$ cat config.mk
export PLATFORM = sky130hd
export DESIGN_NAME = lpm_ram
export DESIGN_NICKNAME = d
export VERILOG_FILES = /design/src/hw/rtl/lpm_ram.sv
export SDC_FILE = /design/constraint.sdc
export NUM_CORES = 1
export LEC_CHECK = 0
export BUFFER_PORTS_ARGS = -buffer_cell sky130_fd_sc_hd__buf_2
export CAP_MARGIN = 20
export CORE_UTILIZATION = 49
export CTS_BUF_LIST = sky130_fd_sc_hd__clkbuf_16
export DETAILED_ROUTE_END_ITERATION = 7
export PLACE_DENSITY_LB_ADDON = 0.08
export SLEW_MARGIN = 20
export SYNTH_ARGS = -nofsm -noshare
export SYNTH_HDL_FRONTEND = slang
export SYNTH_SLANG_ARGS = --single-unit
export TNS_END_PERCENT = 30
$ cat constraint.sdc
create_clock -name clk -period 3.3 [get_ports clk]
set_input_delay 0.495 -clock clk [delete_from_list [all_inputs] [get_ports clk]]
set_output_delay 0.495 -clock clk [all_outputs]
set_load 0.02 [all_outputs]
$ cat src/hw/rtl/lpm_ram.sv
module lpm_ram #(
    parameter int WIDTH = 8,
    parameter int DEPTH = 16,
    localparam int AW = (DEPTH > 1) ? $clog2(DEPTH) : 1
) (
    input  logic             clk,
    input  logic             we,
    input  logic [AW-1:0]    waddr,
    input  logic [WIDTH-1:0] wdata,
    input  logic             re,
    input  logic [AW-1:0]    raddr,
    output logic [WIDTH-1:0] rdata
);

    logic [WIDTH-1:0] mem [DEPTH];

    // one write port, one registered read port
    always_ff @(posedge clk)
    begin
        if (we)
        begin
            mem[waddr] <= wdata;
        end
        if (re)
        begin
            rdata <= mem[raddr];
        end
    end

endmodule

Word-level counts from Yosys, hierarchy flattened
Memory sizes are Yosys's and may differ from the RTL's. A register that Yosys moved wholly into a read port is not among the register bits.
Index checks and enable logic that the tools add are counted.
{ "totals": {"regBits": 0, "latch_bits": 0, "mem_bits_rw": 128, "rom_bits": 0, "in_bits": 19, "word_cells": 3, "mem_count": 1} }
{ "op_classes": {"add_sub_neg": 0, "multipliers": 0, "n_div": 0, "magnitude_cmp": 0, "eq_ne": 0, "shifts": 0, "mux": 2, "bitwise": 0, "n_reduce_logical": 0} }
{ "mem_list": {"columns": ["memory", "words", "word_bits", "read_ports", "rd_ports_with_merged_regs", "wr", "line", "source"], "rows": [
  ["mem", 16, 8, 1, 1, 1, "15", "logic [WIDTH-1:0] mem [DEPTH];"]
]} }
{ "op_table": {"columns": ["operator", "count"], "rows": [
  ["2-to-1 mux 1 bit", 2]
]} }

Longest topological paths before layout
Gate-level depths: netlist of run 1.
{ "logic_depth": {"depth_word": 2, "ltp_mapped": 5} }

Worst setup path after synthesis of run 1
OpenSTA, ideal clock, no wires.
{ "synth_path": {"path_kind": "input port to flip-flop", "from": "in waddr[2]", "to": "mem mem[0][0] (enable)", "t_arrival_ns": 1.605, "t_required_ns": 2.917, "setup_slack_ns": 1.312, "path_stages": 2, "path_buffers": 0, "cell_sequence": "or3b_2 -> nor3_1"} }
{ "synth_lines": {"columns": ["element", "line", "source"], "rows": [
  ["start, declared", "8", "input logic [AW-1:0] waddr,"],
  ["end, declared", "15", null]
]} }
No word-level cell before the write port.

==> impl_metrics.toml, run 1 <==
[yosys]
yosysUniqueCellTypes = 18
synth-warning-count = 0
ys_seq_area_frac = 0.781
syn_area_per_cell_um2 = 22.8
netlist_area_um2 = 5230
syn_nets = 248
netlist_instances = 229
synth_seq_cells = 136

[final_layout]
area_growth_pct = 16.6
final_nets = 292
num_antenna_cells = 0
seq_area_um2 = 4080
instances_no_fill = 421
multiInputGateArea_um2 = 1060
num-fill-cells = 766
drive_gt1_frac = 0.284

[setup_path]
path_max_fanout = 19
cp_num_cells = 5
cp_top_family = "buffers and inverters"
crit_end = "rdata[4]$_DFFE_PP_"
reg2reg_slack_ns = 1.79
critPathLaunch = "raddr[0]"
r2r-end = "rdata[6]$_DFFE_PP_"
crit_buf_inv = 2
end_kind = "flip-flop"
crit_chain = "buf_2 > buf_4 > mux4_1 > a22oi_1 > nand2_1"
crit_slowest_cell = "mux4_1"
max_stage_delay_ns = 0.57
arrival_ns = 2.17
cp-start-kind = "input pin"
reg2regPathDepth = 3
worstPathRequired_ns = 3.45
r2r-start = "mem[9][6]$_DFFE_PP_"
path_class = "input pin to flip-flop"

[timing]
timing.fmax_mhz = 496
whs_ns = 0.463
finalMaxSlewViolations = 0
max_slew_margin = 0.338
tightest_slew_ns = 0.990
hold_violations = 0
setup_tns_ns = 0
rsz0062_at_grt = "no"
setup_viol = 0
clock_skew_ns = 0.00825
period_needed_ns = 2.02
finalCritPeriodShare = 0.611

[floorplan]
die_x_um = 105
die_area_um2 = 11100
initial_core_util = 0.506
fp-row-count = 37
coreArea_um2 = 10300
fp.dieH_um = 105
ios = 27

[clock_tree]
cts_buffers = 17
cts_max_level = 4
clock_latency_ns = 0.41
cts.sinks = 136
tritoncts = "done"
clockBufferDepth = 2
holdBufCountCts = 0
clk_pin_slew_worst_paths_ns = 0.06
cts_setup_buffers = 0
cts_root_buffer = "clkbuf_16"
cts.repair.resized = 0

[drt]
num_vias = 2381
avgRoutedWirePerCell_um = 22.8
finalWirelength_um = 9590
drtIter0Drc = 139
drc_errors = 0
firstDrtPassIters = 4
viasPerCell = 5.66
drtAntennaViolNets = 0

[power]
p_per_area_nw_per_um2 = 654
p_leak_nw = 2.03
irDropWorstVdd_mv = 0.328

[run_status]
status = "completed"

[grt]
antenna_found_initial = 0
grt_pass1_wl_um = 14700
grt_use_total = 0.192
grt_max_degree = 33
grt-ovfl-total = 0
grt_pass1_vias = 2389

[placed_design]
place_hpwl_um = 5960
placed_cells = 390
gp_congestion = 0.683
io_buffer_count = 26

[worst_hold_path]
hold_class = "input pin to flip-flop"

[run]
drv_cap = 0
-- logic make-up after synthesis --
family | synth area share
flip-flops | 0.781
AND/OR/NAND/NOR | 0.0314
buffers and inverters | 0.0165
AO/OA/AOI/OAI | 0.0230
multiplexers | 0.148
-- registers in the layout, summed over array words and instances, names as in the netlist --
| signal | count |
|---|---|
| mem | 128 |
| rdata | 8 |
-- stage by stage --
step,instance area (um^2),utilization,setup slack [ns],total power [mW]
2_1_floorplan,5230,-,1.31,2.10
3_3_place_gp,5510,0.534,0.871,2.17
3_5_place_dp,5510,0.534,0.842,2.17
4_1_cts,6090,0.590,1.26,4.02
5_1_grt,6090,0.590,1.21,4.11
6_report,6090,0.590,1.28,3.99
-- power by group --
group	total, mW	internal (mW)	switching, mW
sequential	1.96	1.95	0.00962
clock	1.86	1.17	0.683
combinational	0.175	0.0702	0.105
-- layout make-up --
| class | instances | share of cell area |
|---|---|---|
| Tap cell | 136 | 0.0279 |
| Clock inverter | 14 | 0.0263 |
| Timing Repair Buffer | 35 | 0.0324 |
| Sequential cell | 136 | 0.670 |
| Multi-Input combinational cell | 83 | 0.173 |
| Clock buffer | 17 | 0.0698 |
-- worst reg2reg max path: stages, from the launching register on --
cell and delay [ns]:
edfxtp_1 0.37, mux4_2 0.46, a22oi_1 0.26, nand2_1 0.14
-- worst min-delay path by stage --
| stage | startpoint | endpoint | slack (ns) | cells after the start |
|---|---|---|---|---|
| 6_report | re | rdata[0]$_DFFE_PP_ | 0.46 | 1 |
| 4_1_cts | re | rdata[0]$_DFFE_PP_ | 0.45 | 1 |
| 3_5_place_dp | mem[4][3]$_DFFE_PP_ | rdata[3]$_DFFE_PP_ | 0.73 | 3 |
| 3_3_place_gp | mem[4][3]$_DFFE_PP_ | rdata[3]$_DFFE_PP_ | 0.73 | 3 |
| 2_1_floorplan | wdata[0] | mem[0][0]$_DFFE_PP_ | 0.59 | 0 |
| 5_1_grt | re | rdata[0]$_DFFE_PP_ | 0.44 | 1 |
-- cells in the final DEF (no fill, tap or decap), types with 2 or more instances in the layout --
cell type,netlist,final
nor3_1,4,4
mux4_1,14,14
clkbuf_16,0,17
nor2_1,13,13
nand3b_1,2,2
bufinv_16,0,3
clkinvlp_4,0,5
clkinv_1,0,3
edfxtp_1,136,136
nand2b_1,2,2
nand2_1,9,9
mux4_2,18,18
buf_2,3,26
a22oi_1,16,16
buf_4,1,9
clkinv_4,0,2
-- per-layer routing --
metal / wire length [um] / share of wire / GRT usage / vias to the layer above
met1: 4380 / 0.46 / 0.271 / 1235
met5: 0 / 0 / 0 / -
met3: 455 / 0.047 / 0.0482 / 10
li1: - / - / - / 1071
met4: 110 / 0.011 / 0.0825 / 0
met2: 4640 / 0.48 / 0.288 / 65
-- cell usage after synthesis, drive strengths merged --
cell / count / area share
nand2b: 2 / 0.0024
mux4: 32 / 0.15
nor2b: 1 / 0.0012
and2: 1 / 0.0012
a22oi: 16 / 0.023
or3b: 1 / 0.0017
nand2: 9 / 0.0065
nand3: 1 / 0.00096
nand3b: 2 / 0.0029
edfxtp: 136 / 0.78
buf: 7 / 0.011
nor2: 13 / 0.0093
clkdlybuf4s25: 3 / 0.0057
nor3: 4 / 0.0038
and2b: 1 / 0.0014
(Power assumes the default switching activity.)
==> run 2, diff against run 1 <==
- ABC_AREA: default -> 1
- clock period: 3.3 -> 1.84 ns (I/O delays scaled with it)
==> run 2 against run 1 <==
Compared with the run above: the flow now finishes with violations (DRC); cell count increased by 78%; clock power increased by 90%; register-to-register slack got worse by 1.1 ns; non-clock buffer count increased by 14; die area increased by 12%; critical endpoint is now rdata[1].
==> impl_metrics.toml, run 2 <==
[placed_design]
io_buffer_count = 26
gp_congestion = 0.811
place_hpwl_um = 8200
placed_cells = 719

[timing]
max_slew_margin = 0.606
setup_viol = 0
whs_ns = 0.225
clock_skew_ns = 0.00511
timing.fmax_mhz = 770
period_needed_ns = 1.30
rsz0062_at_grt = "no"
tightest_slew_ns = 0.589
setup_tns_ns = 0
finalCritPeriodShare = 0.706
finalMaxSlewViolations = 0
hold_violations = 0

[run]
drv_cap = 0

[yosys]
netlist_instances = 551
async_flop_share = 0
synth-warning-count = 0
synth-main-ff-cell = "edfxtp_1"
yosysTopAreaCell = "edfxtp_1"
yosysUniqueCellTypes = 11
netlist_area_um2 = 5850
netlist_top_cells_area = "edfxtp_1 (70%), nand2_1 (11%), nand3_1 (8.3%)"
synth_seq_cells = 136
synth_common_cells = "nand2_1 (173), edfxtp_1 (136), inv_1 (100), nand3_1 (97), nor2_1 (17)"
syn_area_per_cell_um2 = 10.6
syn_nets = 570
yosysTopAreaCellShare = 0.698
ys_seq_area_frac = 0.698
synth.most_common_cell = "nand2_1"
synth_edf_count = 136

[clock_tree]
cts_setup_buffers = 0
cts_max_level = 4
clk_pin_slew_worst_paths_ns = 0.06
cts_root_buffer = "clkbuf_16"
cts_buffers = 17
clock_latency_ns = 0.41
holdBufCountCts = 0
cts.repair.resized = 0
clockBufferDepth = 2
tritoncts = "done"
cts.sinks = 136

[setup_path]
arrival_ns = 1.02
end_kind = "output pin"
crit_chain = "buf_2"
cp_top_family = "flip-flops"
cp-start-kind = "flip-flop"
crit_buf_inv = 1
max_stage_delay_ns = 0.42
path_class = "flip-flop to output pin"
crit_slowest_cell = "edfxtp_1"
worstPathRequired_ns = 1.56
path_max_fanout = 1

[final_layout]
top_regs = "mem (128), rdata (8)"
mostFrequentLayoutCell = "nand2_1"
largest_register_ffs = 128
multiInputGateArea_um2 = 1210
num_antenna_cells = 0
top_register = "mem"
seq_area_um2 = 4080
area_growth_pct = 16.3
num-fill-cells = 989
most-common-layout-cells = "nand2_1 (173), edfxtp_1 (136), inv_1 (103), nand3_1 (97), buf_2 (26)"
final_nets = 614
instances_no_fill = 750
drive_gt1_frac = 0.125

[grt]
grt-ovfl-total = 0
grt_use_total = 0.239
grt_pass1_vias = 3701
grt_pass1_wl_um = 21400
grt_max_degree = 53
antenna_found_initial = 0

[drt]
drtIter0Drc = 317
drc_errors = 6
avgRoutedWirePerCell_um = 17.6
drtAntennaViolNets = 0
firstDrtPassIters = 7
num_vias = 3810
finalWirelength_um = 13200
viasPerCell = 5.08

[floorplan]
die_area_um2 = 12400
die_x_um = 111
initial_core_util = 0.508
fp.dieH_um = 111
fp-row-count = 39
coreArea_um2 = 11500
ios = 27

[run_status]
status = "complete, but fails checks"
violations = "DRC"

[power]
p_per_area_nw_per_um2 = 1100
p_leak_nw = 2.97
irDropWorstVdd_mv = 0.603

[worst_hold_path]
hold_class = "input pin to flip-flop"
[run 2: cell types whose count changed after synthesis, moves of 10 or more]
| cell | before | now |
|---|---|---|
| nand3_1 | 1 | 97 |
| inv_1 | 0 | 100 |
| mux4_1 | 14 | 0 |
| buf_2 | 3 | 13 |
| a22oi_1 | 16 | 0 |
| nand2_1 | 9 | 173 |
| mux4_2 | 18 | 0 |
[run 2: final cells by class]
type                            count  area share
Multi-Input combinational cell    289       0.178
Inverter                          102      0.0563
Tap cell                          143      0.0263
Clock inverter                     14      0.0280
Sequential cell                   136       0.600
Clock buffer                       17      0.0625
Timing Repair Buffer               49      0.0482
[run 2: metal layers]
metal,up-vias,share of wire,track usage
met5,-,0,0
met4,0,0.014,0.0910
met3,14,0.062,0.0448
met2,120,0.45,0.352
met1,1810,0.48,0.351
li1,1866,-,-
[run 2: worst paths after layout]
check	endpoint	slack [ns]	depth (start not counted)	startpoint
worst max-delay path	rdata[1]	0.54	1	rdata[1]$_DFFE_PP_
worst min-delay path	rdata[3]$_DFFE_PP_	0.22	1	re
worst max register to register	rdata[0]$_DFFE_PP_	0.71	6	mem[15][0]$_DFFE_PP_
worst min register to register	rdata[7]$_DFFE_PP_	0.76	6	mem[10][7]$_DFFE_PP_
[run 2: cells by family (layout without fill, tap and decap cells)]
logic type,Yosys count,after routing,synth area share
and+or+nand+nor,289,289,0.208
buffers and inverters,126,182,0.0939
DFF,136,136,0.698
[run 2: per-stage QoR]
stage | setup WS, ns | utilization | cell area (um^2) | power (mW)
2_1_floorplan | 0.613 | - | 5850 | 3.83
3_3_place_gp | 0.330 | 0.537 | 6190 | 4.01
3_5_place_dp | 0.316 | 0.537 | 6190 | 4.02
4_1_cts | 0.517 | 0.591 | 6800 | 7.54
5_1_grt | 0.513 | 0.591 | 6800 | 7.73
6_report | 0.542 | 0.591 | 6800 | 7.49
[run 2: power breakdown]
group,internal [mW],switching (mW),total [mW],leakage [nW]
logic,0.126,0.312,0.439,1.42
registers,3.49,0.0207,3.51,1.24
clock network,2.36,1.18,3.53,0.309
total,5.98,1.51,7.49,2.97
