[src/hw/rtl/lpm_pkg.sv]
package lpm_pkg;

    // address and table sizing
    localparam int ADDR_BITS           = 32;
    localparam int PLEN_BITS           = 6;
    localparam int FIELD_TAG_BITS      = 16;
    localparam int DEFAULT_TABLE_DEPTH = 128;
    localparam int DEFAULT_TAG_BITS    = 16;
    localparam logic [ADDR_BITS-1:0] ALL_ONES = '1;

    // command codes
    localparam logic CMD_INSERT = 1'b0;
    localparam logic CMD_LOOKUP = 1'b1;

    // result status codes
    localparam logic [1:0] ST_INSERTED = 2'd0;
    localparam logic [1:0] ST_FULL     = 2'd1;
    localparam logic [1:0] ST_ROUTED   = 2'd2;
    localparam logic [1:0] ST_DROPPED  = 2'd3;

    // request item
    typedef struct packed {
        logic                      command;
        logic [ADDR_BITS-1:0]      address;
        logic [PLEN_BITS-1:0]      prefix_length;
        logic [FIELD_TAG_BITS-1:0] peer_tag;
    } lpm_in_t;

    // result item
    typedef struct packed {
        logic [1:0]                status;
        logic [FIELD_TAG_BITS-1:0] matched_tag;
        logic [PLEN_BITS-1:0]      matched_prefix;
    } lpm_out_t;

    // one route as read back from the table
    typedef struct packed {
        logic [ADDR_BITS-1:0]      network;
        logic [PLEN_BITS-1:0]      prefix;
        logic [FIELD_TAG_BITS-1:0] tag;
    } lpm_entry_t;

    // control of the match unit
    typedef struct packed {
        logic clear;
        logic valid;
    } lpm_match_ctrl_t;

    // best route so far
    typedef struct packed {
        logic                      found;
        logic [PLEN_BITS-1:0]      prefix;
        logic [FIELD_TAG_BITS-1:0] tag;
    } lpm_best_t;

    // clamp a prefix length to the address width
    function automatic logic [PLEN_BITS-1:0] sat_prefix(input logic [PLEN_BITS-1:0] plen);
        logic [PLEN_BITS-1:0] res;
        if (plen > PLEN_BITS'(ADDR_BITS))
            res = PLEN_BITS'(ADDR_BITS);
        else
            res = plen;
        return res;
    endfunction

    // leading-ones mask; zero length gives an empty mask
    function automatic logic [ADDR_BITS-1:0] prefix_mask(input logic [PLEN_BITS-1:0] plen);
        logic [PLEN_BITS-1:0] p;
        logic [ADDR_BITS-1:0] res;
        p = sat_prefix(plen);
        if (p == '0)
            res = '0;
        else
            res = ALL_ONES << (PLEN_BITS'(ADDR_BITS) - p);
        return res;
    endfunction

endpackage

[src/hw/rtl/lpm_match.sv]
module lpm_match
    import lpm_pkg::*;
(
    input  logic            clk,
    input  logic            rst_n,
    input  lpm_match_ctrl_t ctrl,
    input  logic [ADDR_BITS-1:0] key,
    input  lpm_entry_t      entry,
    output lpm_best_t       best_next
);

    lpm_best_t best_reg;
    logic      hit;
    logic      take;

    // compare one route against the destination
    assign hit  = ((key & prefix_mask(entry.prefix)) == entry.network);
    assign take = ctrl.valid && hit && (!best_reg.found || (entry.prefix > best_reg.prefix));

    // strictly longer prefix replaces, so the earliest of equals stays
    always_comb
    begin
        best_next = best_reg;
        if (ctrl.clear)
        begin
            best_next = '0;
        end
        else if (take)
        begin
            best_next.found  = 1'b1;
            best_next.prefix = entry.prefix;
            best_next.tag    = entry.tag;
        end
    end

    always_ff @(posedge clk or negedge rst_n)
    begin
        if (!rst_n)
        begin
            best_reg <= '0;
        end
        else
        begin
            best_reg <= best_next;
        end
    end

endmodule

[config.mk]
export PLATFORM = sky130hd
export DESIGN_NAME = lpm_match
export DESIGN_NICKNAME = d
export VERILOG_FILES = /design/src/hw/rtl/lpm_pkg.sv /design/src/hw/rtl/lpm_match.sv
export SDC_FILE = /design/constraint.sdc
export NUM_CORES = 1
export LEC_CHECK = 0
export BUFFER_PORTS_ARGS = -buffer_cell sky130_fd_sc_hd__buf_2
export CORE_MARGIN = 8
export CORE_UTILIZATION = 35
export CTS_BUF_LIST = sky130_fd_sc_hd__clkbuf_4 sky130_fd_sc_hd__clkbuf_8
export DETAILED_ROUTE_END_ITERATION = 10
export HOLD_SLACK_MARGIN = 0.02
export PLACE_DENSITY = 0.72
export SYNTH_ARGS = -nofsm -noshare
export SYNTH_HDL_FRONTEND = slang
export SYNTH_SLANG_ARGS = --single-unit
[constraint.sdc]
create_clock -name clk -period 3.48 [get_ports clk]
set_input_delay 0.174 -clock clk [delete_from_list [all_inputs] [get_ports clk]]
set_output_delay 0.174 -clock clk [all_outputs]
set_load 0.1 [all_outputs]
After elaboration in Yosys (flattened, before gate mapping) --
Cells that the tools add are included.
Storage, ports and cells: bits in read-only memories 0, RAM bits 0, memories kept 0, logic and storage cells 18, latch bits 0, register bits 23, input port bits 90, output and inout port bits 23
Operators by class: shifts and indexed selects 1, div/mod/pow operators 0, add/sub/neg operators 1, eq/ne operators 1, order comparisons 2, reduce and logical (&&, ||, !) cells 5, mux-type cells 4, bitwise operators 1, $mul 0
Operators by type and width (count):
- $mux 23 | 2
- $and 32x32->32 | 1
- $eq 32x32->1 | 1
- $mux 32 | 1
- $shl 32x6->32 const A | 1
- $gt 6x6->1 | 1
- $gt 6x6->1 const B | 1
- $logic_not 6->1 | 1
- $mux 6 | 1
- $sub 6x6->6 const A | 1
- $logic_and 1x1->1 | 2
- $logic_not 1->1 | 1
- $logic_or 1x1->1 | 1

Depth between registers and ports, before layout --
Gate-level depths: netlist of the first run.
word-level depth 11, mapped depth 17, gate-level depth less buffers 12

Worst setup path after synthesis of the first run --
No wires, ideal clock.
path kind in2reg, start point in entry[21] (netlist name), end point reg best_reg[20] (netlist name), stages 16, path slack -1630 ps, path buffers 6, arrival time 4816 ps, cell sequence buf_2 > buf_2 > buf_2 > nor2_1 > inv_1 > ha_1 > buf_2 > buf_4 > nand2_1 > o21ai_1 > o211ai_1 > a2111oi_0 > nand4_1 > nor4_4 > buf_6 > mux2i_1
RTL lines:
- start, declared | RTL line lpm_match.sv:8 | input lpm_entry_t entry,
- end signal, assigned | RTL line lpm_match.sv:44 | best_reg <= best_next;
- end, declared | RTL line lpm_match.sv:12 | lpm_best_t best_reg;

==> summary.md, run 1 <==
| Metric | Value |
|---|---|
| Die width | `113 µm` |
| Worst hold slack | `0.232 ns` |
| Power density over the cells | `176 mW/mm²` |
| Worst hold-check path type | `primary input to flop` |
| Clk root buf | `clkbuf_8` |
| Largest net degree at the start of global routing | `46` |
| Switching Power | `411 µW` |
| DR pass1 iterations | `5` |
| Main flop type after synthesis | `dfrtp_1` |
| Gr usage total | `23.5%` |
| Number of synthesized flops with an enable pin | `0` |
| Highest fanout seen on the critical path | `10` |
| Fin util | `65.5%` |
| Final Hold Viols | `0` |
| Failing checks | `setup timing` |
| Mean post-synth cell area | `7.74 µm²` |
| Initial antenna violation count | `0` |
| Syn. warnings | `0` |
| Vias in the first global route | `4474` |
| CP Launch Type | `primary input` |
| Latest clock arrival within the worst-skew pair | `0.27 ns` |
| CP Capture Type | `output port` |
| Grt ovf | `0` |
| Core footprint | `0.00920 mm²` |
| Port bufs | `112` |
| Final setup viols | `22` |
| Reg-to-Reg Start | `best_reg[17]` |
| Synthesized area | `0.00331 mm²` |
| Max Cap Viol | `0` |
| RSZ-0062 raised after global routing | `yes` |
| Antenna Nets Post-Route | `0` |
| Post-synth ARST share | `100%` |
| Area Overhead vs Synth | `81.9%` |
| CP endpoint | `best_next[6]` |
| Net Sw Frac | `38.8%` |
| Unique masters post-synth | `74` |
| WP data arrival | `3.39 ns` |
| Vias per inst | `5.87` |
| Fmax | `280 MHz` |
| CP required | `3.31 ns` |
| Clk_skew | `0.00744 ns` |
| P_int | `649 µW` |
| Power share of the clock group | `17.0%` |
| # IOs | `113` |
| CP Class | `primary input to output port` |
| Final critical-path required period | `3.57 ns` |
| CTS Buffer Depth | `2` |
| Max-slew violation count | `0` |
| Post-DR wirelength/cell | `21.1 µm` |
| Final wirelength | `15900 µm` |
| Layout cells sized above 1 | `52.1%` |
| DRC | `0` |
| Flop2flop setup slack | `0.51 ns` |
| DP HPWL | `12400 µm` |
| Worst r2r path cells | `14` |
| Antenna Cells | `0` |
| Worst flop-to-flop path endpoint | `best_reg[21]` |
| FP Rows | `35` |
| Comb pwr share | `57.8%` |
| Peak VDD IR | `0.297 mV` |
| TritonCTS Buffers | `3` |
| Slew HR | `61.2%` |
| Fin Setup TNS | `-1.38 ns` |
| Die ar. | `0.0128 mm²` |
| DRT iter0 DRCs | `376` |
| Status | `finished, violations left` |
| H-Tree Depth | `1` |
| Initial core utilization | `36.0%` |
| Setup WS post-layout | `-0.0884 ns` |
| Max reg flops | `23` |
| Final nets | `743` |
| Final Cycle Share | `103%` |
| Leak | `0.00252 µW` |
| Vias | `4423` |
| Seq pwr share | `25.2%` |
| Number of synthesized register bits | `23` |
| Clock sink total | `23` |
| Post-Syn Nets | `527` |
| Height of the die | `113 µm` |
| TritonCTS clock tree | `yes` |
| Mapped Cells | `428` |
| Global-route wire length before repair | `24100 µm` |
| Seq/Total Area, Yosys | `17.4%` |
| Worst slew pin tran | `0.573 ns` |
| CP startpoint | `entry[18]` |
| RD Place Congestion | `0.994` |
| Clock slew at reported path FFs | `0.09 ns` |
==> Yosys cell counts, types with 8 or more instances <==
master | n | area share (%)
o211ai_1 | 11 | 2.5
xnor2_1 | 9 | 2.4
nand2b_1 | 60 | 11
o21ai_0 | 19 | 2.9
inv_1 | 22 | 2.5
ha_1 | 9 | 3.4
nand2_1 | 22 | 2.5
nor3_1 | 9 | 1.4
clkbuf_1 | 9 | 1.0
mux2i_1 | 25 | 7.6
a31oi_1 | 8 | 1.5
a21oi_1 | 8 | 1.2
nand4_1 | 13 | 2.5
nor2b_1 | 8 | 1.5
nor2_1 | 20 | 2.3
buf_2 | 11 | 1.7
dfrtp_1 | 23 | 17
nand3_1 | 15 | 2.3
==> kinds of logic (layout without fill, tap and decap cells) <==
kind of cell	count (synthesis)	after routing	share of synthesized area [%]
compound gates	108	108	24.2
simple gates	202	202	36.8
mux	26	26	7.89
buf+inv	48	263	7.10
xor+xnor	12	12	3.17
fa+ha+maj	9	9	3.40
flops	23	23	17.4
==> repair_timing <==
action | 4_1_cts | 5_1_grt
endpoints found under the hold margin | 23 | 0
setup endpoints to repair | 23 | 23
gates cloned | 2 | 0
pin swaps | 16 | 32
setup buffers | 12 | 17
hold buffers | 1 | 0
gates resized for setup | 33 | 56
==> worst max-delay path, cell delays in order <==
cell	delay [ns]
clkbuf_4	0.17
or4_4	0.53
buf_6	0.15
or2_4	0.26
buf_4	0.15
a31oi_4	0.15
nand4_1	0.18
nor4_4	0.23
nand4_1	0.19
nor4_4	0.34
buf_6	0.21
buf_12	0.16
mux2i_4	0.28
buf_12	0.21
==> per-layer routing <==
metal  part of all wire [%]  global-route usage (%)
met5                      0                       0
met4                    4.1                    10.4
met3                    9.0                    5.54
met2                     49                    40.5
met1                     38                    27.2
==> per-stage QoR <==
step	worst slack (ns)	total power (µW)	instances	cell area, µm²
after floorplan	-0.446	537	428	3700
after global placement	-0.326	772	720	5280
after detailed placement	-0.326	776	720	5280
after CTS	-0.138	993	739	5650
after global routing	-0.209	1110	754	6030
final	-0.0884	1060	754	6030
==> how the worst min path moves through the flow <==
stage          cells after the start  slack, ns            to  startpoint
2_1_floorplan                      0      -0.12   best_reg[0]       rst_n
3_3_place_gp                       1       0.18   best_reg[7]       rst_n
3_5_place_dp                       1       0.19   best_reg[7]       rst_n
4_1_cts                            3       0.23   best_reg[5]    entry[5]
5_1_grt                            3       0.23  best_reg[14]   entry[14]
6_report                           3       0.23   best_reg[3]    entry[3]
==> placed cells by master (no fill, tap or decap), types with 16 or more instances in the layout <==
cell type	netlist	routed
buf_12	0	26
buf_2	11	85
buf_4	1	110
dfrtp_1	23	23
inv_1	22	17
mux2i_4	0	22
nand2_1	22	19
nand2b_1	60	60
nor2_1	20	17
o21ai_0	19	16
==> area by class of cell <==
class	instances	area, µm²
clock buffers	4	48.8
fillers	726	3170
inverters	22	85.1
multi-input cells	357	3210
flip-flops and latches	23	576
well taps	111	139
repair buffers	237	1970
==> power by group through the flow <==
stage | Clock [µW] | Combinational, µW | Sequential [µW]
3_3_place_gp | 0 | 500 | 272
5_1_grt | 193 | 653 | 267
2_1_floorplan | 0 | 264 | 272
3_5_place_dp | 0 | 503 | 272
6_report | 180 | 613 | 267
4_1_cts | 184 | 542 | 267
Power figures use the tool's default switching activity.
==> inputs of run 2 (changes only) <==
Settings changed: CORE_UTILIZATION 35 to 48, PLACE_DENSITY 0.72 to 0.91.
==> summary.md, run 2 (synthesis gave the netlist of run 1 again) <==
| Metric | Value |
|---|---|
| Status | `finished, violations left` |
| Failing checks | `setup timing` |
| Final Cycle Share | `109%` |
| CP Class | `primary input to output port` |
| Highest-count cells in the layout ignoring fill and taps | `buf_2 (85), buf_4 (77), nand2b_1 (60), buf_12 (28), dfrtp_1 (23)` |
| Sink of the worst hold path | `best_reg[9]` |
| Switching Power | `429 µW` |
| Comb pwr share | `56.8%` |
| Worst flop-to-flop path endpoint | `best_reg[3]` |
| Worst hold-check path type | `primary input to flop` |
| Hold path depth | `3` |
| CP required | `3.31 ns` |
| Setup WS post-layout | `-0.311 ns` |
| Worst slew pin tran | `0.860 ns` |
| Max reg flops | `23` |
| Final nets | `703` |
| Clock slew at reported path FFs | `0.08 ns` |
| RSZ-0062 raised after global routing | `yes` |
| Slew HR | `41.9%` |
| Die ar. | `0.00982 mm²` |
| Clock sink total | `23` |
| DP HPWL | `11800 µm` |
| Commonest non-fill, non-tap cell in the layout | `buf_2` |
| CTS Buffer Depth | `2` |
| Largest net degree at the start of global routing | `46` |
| Highest fanout seen on the critical path | `13` |
| Grt ovf | `0` |
| Placed cell areas | `0.00494 mm²` |
| Die width | `99.1 µm` |
| Net Sw Frac | `41.3%` |
| Area Overhead vs Synth | `67.5%` |
| Layout cells sized above 1 | `47.8%` |
| Height of the die | `99.1 µm` |
| TritonCTS clock tree | `yes` |
| Worst r2r path cells | `14` |
| Power share of the clock group | `17.5%` |
| Hold_sp | `entry[9]` |
| DRC | `0` |
| Flop2flop setup slack | `0.36 ns` |
| Final setup viols | `22` |
| Core footprint | `0.00676 mm²` |
| RD Place Congestion | `1.13` |
| WP data arrival | `3.62 ns` |
| Power density over the cells | `187 mW/mm²` |
| Design area | `0.00555 mm²` |
| Post-DR wirelength/cell | `27.4 µm` |
| Max Cap Viol | `0` |
| Latest clock arrival within the worst-skew pair | `0.27 ns` |
| Initial antenna violation count | `1` |
| Seq pwr share | `25.7%` |
| Initial core utilization | `49.0%` |
| H-Tree Depth | `1` |
| CP Capture Type | `output port` |
| DRT iter0 DRCs | `802` |
| DR pass1 iterations | `7` |
| Max-slew violation count | `0` |
| Vias in the first global route | `4896` |
| Final critical-path required period | `3.79 ns` |
| CP Launch Type | `primary input` |
| Global-route wire length before repair | `26700 µm` |
| Final Hold Viols | `0` |
| Vias per inst | `7.20` |
| Clk root buf | `clkbuf_8` |
| Antenna Nets Post-Route | `0` |
| Vias | `4928` |
| Leak | `0.00231 µW` |
| # IOs | `113` |
| Reg-to-Reg Start | `best_reg[17]` |
| P_int | `609 µW` |
| TritonCTS Buffers | `3` |
| Port bufs | `112` |
| Clk_skew | `0.00104 ns` |
| Fmax | `264 MHz` |
| Gr usage total | `34.3%` |
| Fin Setup TNS | `-6.17 ns` |
| FILL cells | `348` |
| Peak VDD IR | `0.218 mV` |
| Final wirelength | `18700 µm` |
| FP Rows | `30` |
==> run 2: cell types whose count changed in the layout (fill, tap and decap cells not counted), sizes merged <==
cell    previous run  this run
clkbuf             6         4
buf              234       196
diode              0         1
==> run 2: cell type report <==
cell class | instances | area, µm² | area share (%)
Timing Repair Buffer | 197 | 1640 | 29.6
Inverter | 22 | 82.6 | 1.49
Multi-Input combinational cell | 357 | 3100 | 55.8
Clock buffer | 4 | 48.8 | 0.879
Sequential cell | 23 | 576 | 10.4
Antenna cell | 1 | 2.50 | 0.0451
Tap cell | 80 | 100 | 1.80
==> run 2: worst max-delay path: stages <==
cell and delay, ns:
buf_4 0.19, or2_2 0.38, o2bb2ai_1 0.59, a21oi_2 0.23
xnor2_1 0.22, nand4_1 0.15, a311o_1 0.44, nor4_4 0.33
buf_6 0.19, buf_6 0.19, mux2i_4 0.30, buf_12 0.20
==> run 2: worst max path at each step <==
stage	startpoint	endpoint	depth (start not counted)
3_5_place_dp	entry[21]	best_next[10]	15
2_1_floorplan	entry[21]	best_reg[10]	13
6_report	entry[18]	best_next[10]	12
4_1_cts	entry[21]	best_next[2]	17
3_3_place_gp	entry[16]	best_next[6]	16
5_1_grt	entry[18]	best_next[10]	12
==> run 2: metrics by stage <==
step | std cells | utilization [%] | setup slack [ns] | power, µW | hold slack [ns]
after global routing | 684 | 82.1 | -0.331 | 1070 | 0.259
final | 684 | 82.1 | -0.311 | 1040 | 0.238
after detailed placement | 649 | 73.2 | -0.245 | 725 | 0.191
after floorplan | 428 | - | -0.446 | 537 | -0.122
after global placement | 649 | 73.2 | -0.186 | 707 | 0.176
after CTS | 672 | 80.0 | -0.0325 | 948 | 0.244
==> run 2: what timing repair did <==
action,in CTS,in global routing
resized for setup,48,22
hold endpoints to repair,23,0
hold buffers,1,0
setup buffers,15,13
setup endpoints to repair,22,22
cloned,3,0
pin swaps,21,18
==> run 2: power by group through the flow <==
stage / Combinational, µW / Clock (µW) / Sequential, µW
floorplan: 264 / 0 / 272
global placement: 435 / 0 / 272
detailed placement: 453 / 0 / 272
CTS: 505 / 176 / 267
global route: 613 / 191 / 267
finish: 590 / 182 / 267
==> run 2: metal layers <==
| metal | track usage, % | share of wire [%] | vias up |
|---|---|---|---|
| met5 | 0 | 0 | - |
| met4 | 26.4 | 9.1 | 0 |
| met3 | 11.0 | 14 | 224 |
| met2 | 56.7 | 46 | 597 |
| met1 | 35.7 | 31 | 2149 |
| li1 | - | - | 1958 |
==> inputs of run 3 (changes only) <==
Settings changed: BUFFER_PORTS_ARGS -buffer_cell sky130_fd_sc_hd__buf_2 to -buffer_cell sky130_fd_sc_hd__clkbuf_2.
==> summary.md, run 3 (synthesis gave the netlist of run 1 again) <==
| Metric | Value |
|---|---|
| Area Overhead vs Synth | `71.2%` |
| Die width | `99.1 µm` |
| Slew HR | `55.4%` |
| Global-route wire length before repair | `25300 µm` |
| Max Cap Viol | `0` |
| DRT iter0 DRCs | `751` |
| Overall Power | `1050 µW` |
| Fin Setup TNS | `-4.95 ns` |
| Post-DR wirelength/cell | `27.0 µm` |
| # IOs | `113` |
| Final Cycle Share | `108%` |
| Highest fanout seen on the critical path | `6` |
| CP Capture Type | `output port` |
| CP Launch Type | `primary input` |
| Core footprint | `0.00676 mm²` |
| Final setup viols | `23` |
| Failing checks | `setup timing` |
| DR pass1 iterations | `7` |
| Vias in the first global route | `4926` |
| Clk root buf | `clkbuf_8` |
| Vias per inst | `7.12` |
| Highest-count cells in the layout ignoring fill and taps | `clkbuf_2 (86), buf_4 (84), nand2b_1 (60), buf_12 (26), dfrtp_1 (23)` |
| Worst hold slack | `0.210 ns` |
| Final critical-path required period | `3.74 ns` |
| CP Class | `primary input to output port` |
| Setup WS post-layout | `-0.261 ns` |
| Grt ovf | `0` |
| Worst hold-check path type | `primary input to flop` |
| Latest clock arrival within the worst-skew pair | `0.29 ns` |
| Die ar. | `0.00982 mm²` |
| Clk_skew | `0.00612 ns` |
| Final nets | `714` |
| Power density over the cells | `185 mW/mm²` |
| Clock sink total | `23` |
| TritonCTS clock tree | `yes` |
| Port bufs | `112` |
| H-Tree Depth | `1` |
| Vias | `4942` |
| Design area | `0.00567 mm²` |
| Height of the die | `99.1 µm` |
| Initial antenna violation count | `0` |
| RSZ-0062 raised after global routing | `yes` |
| Fin util | `83.9%` |
| Clock slew at reported path FFs | `0.09 ns` |
| Flop2flop setup slack | `0.35 ns` |
| WP data arrival | `3.57 ns` |
| TritonCTS Buffers | `3` |
| CP required | `3.31 ns` |
| Antenna Nets Post-Route | `0` |
| Final wirelength | `18700 µm` |
| Status | `finished, violations left` |
| CTS Buffer Depth | `2` |
| Largest net degree at the start of global routing | `46` |
| Worst slew pin tran | `0.670 ns` |
| Layout cells sized above 1 | `47.2%` |
| Leak | `0.00240 µW` |
| Max-slew violation count | `0` |
| Fmax | `267 MHz` |
| FILL cells | `348` |
| Gr usage total | `32.5%` |
| DRC | `0` |
| Peak VDD IR | `0.290 mV` |
| Max reg flops | `23` |
| Initial core utilization | `49.0%` |
| Commonest non-fill, non-tap cell in the layout | `clkbuf_2` |
| Antenna Cells | `0` |
| FP Rows | `30` |
| DP HPWL | `11800 µm` |
| Final Hold Viols | `0` |
| RD Place Congestion | `1.18` |
| Placed cell areas | `0.00509 mm²` |
run 3: cell count changes in the layout (fill, tap and decap cells not counted), moves of 2 or more:
cell,change
a22oi_2,+2
nor2b_1,+3
nor2b_2,-2
a2111oi_4,+2
ha_1,+2
a22oi_1,-2
nor3_2,-2
clkbuf_2,+86
buf_2,-85
buf_16,+2
ha_2,-2
buf_4,+7
nor3_1,+2
buf_12,-2
run 3: cell type report:
class | instances | area, µm² | share of cell area, %
Tap cell | 80 | 100 | 1.76
Clock buffer | 3 | 41.3 | 0.728
Sequential cell | 23 | 576 | 10.1
Timing Repair Buffer | 208 | 1760 | 31.1
Inverter | 22 | 87.6 | 1.54
Clock inverter | 1 | 5.00 | 0.0882
Multi-Input combinational cell | 357 | 3100 | 54.7
run 3: routing by layer:
layer	vias up	global-route usage [%]	part of all wire (%)
met2	571	54.8	46
met1	2205	34.3	33
met3	187	9.87	13
met4	0	21.9	8.3
met5	-	0	0
li1	1979	-	-
run 3: report_power, final:
group | switching, µW | leakage [µW] | internal, µW
sequential | 0.000000141 | 0.000322 | 267
combinational | 339 | 0.00205 | 258
clock | 102 | 0.0000255 | 80.7
run 3: timing repair:
action	CTS	global route
setup buffers	11	8
pin swaps	10	18
hold buffers	1	0
hold endpoints to repair	23	0
setup endpoints to repair	22	23
gates resized for setup	27	38
cloned	2	1
run 3: per-stage QoR:
stage               worst slack (ns)  std cells
floorplan                     -0.446        428
global placement              -0.351        667
detailed placement            -0.398        667
CTS                          -0.0291        685
global route                  -0.508        694
finish                        -0.261        694
run 3: worst paths after layout:
path                               from            end  cells after the start
setup / recovery              entry[21]  best_next[19]                     17
hold / removal                entry[11]   best_reg[11]                      3
setup reg to reg           best_reg[17]   best_reg[20]                     14
hold reg to reg             best_reg[9]    best_reg[9]                      2
max in group asynchronous         rst_n   best_reg[20]                      2
min in group asynchronous         rst_n    best_reg[6]                      2
run 3: critical path, cell delays in order:
cell and delay (ns):
buf_6 0.11, nor2_4 0.12, inv_2 0.07, ha_4 0.19
buf_6 0.13, nor2b_1 0.20, buf_4 0.20, o221a_4 0.26
nor3b_2 0.06, xnor2_1 0.36, nor4b_4 0.30, nand4_1 0.20
nor4_4 0.26, buf_6 0.21, clkbuf_16 0.20, mux2i_4 0.29
buf_12 0.21
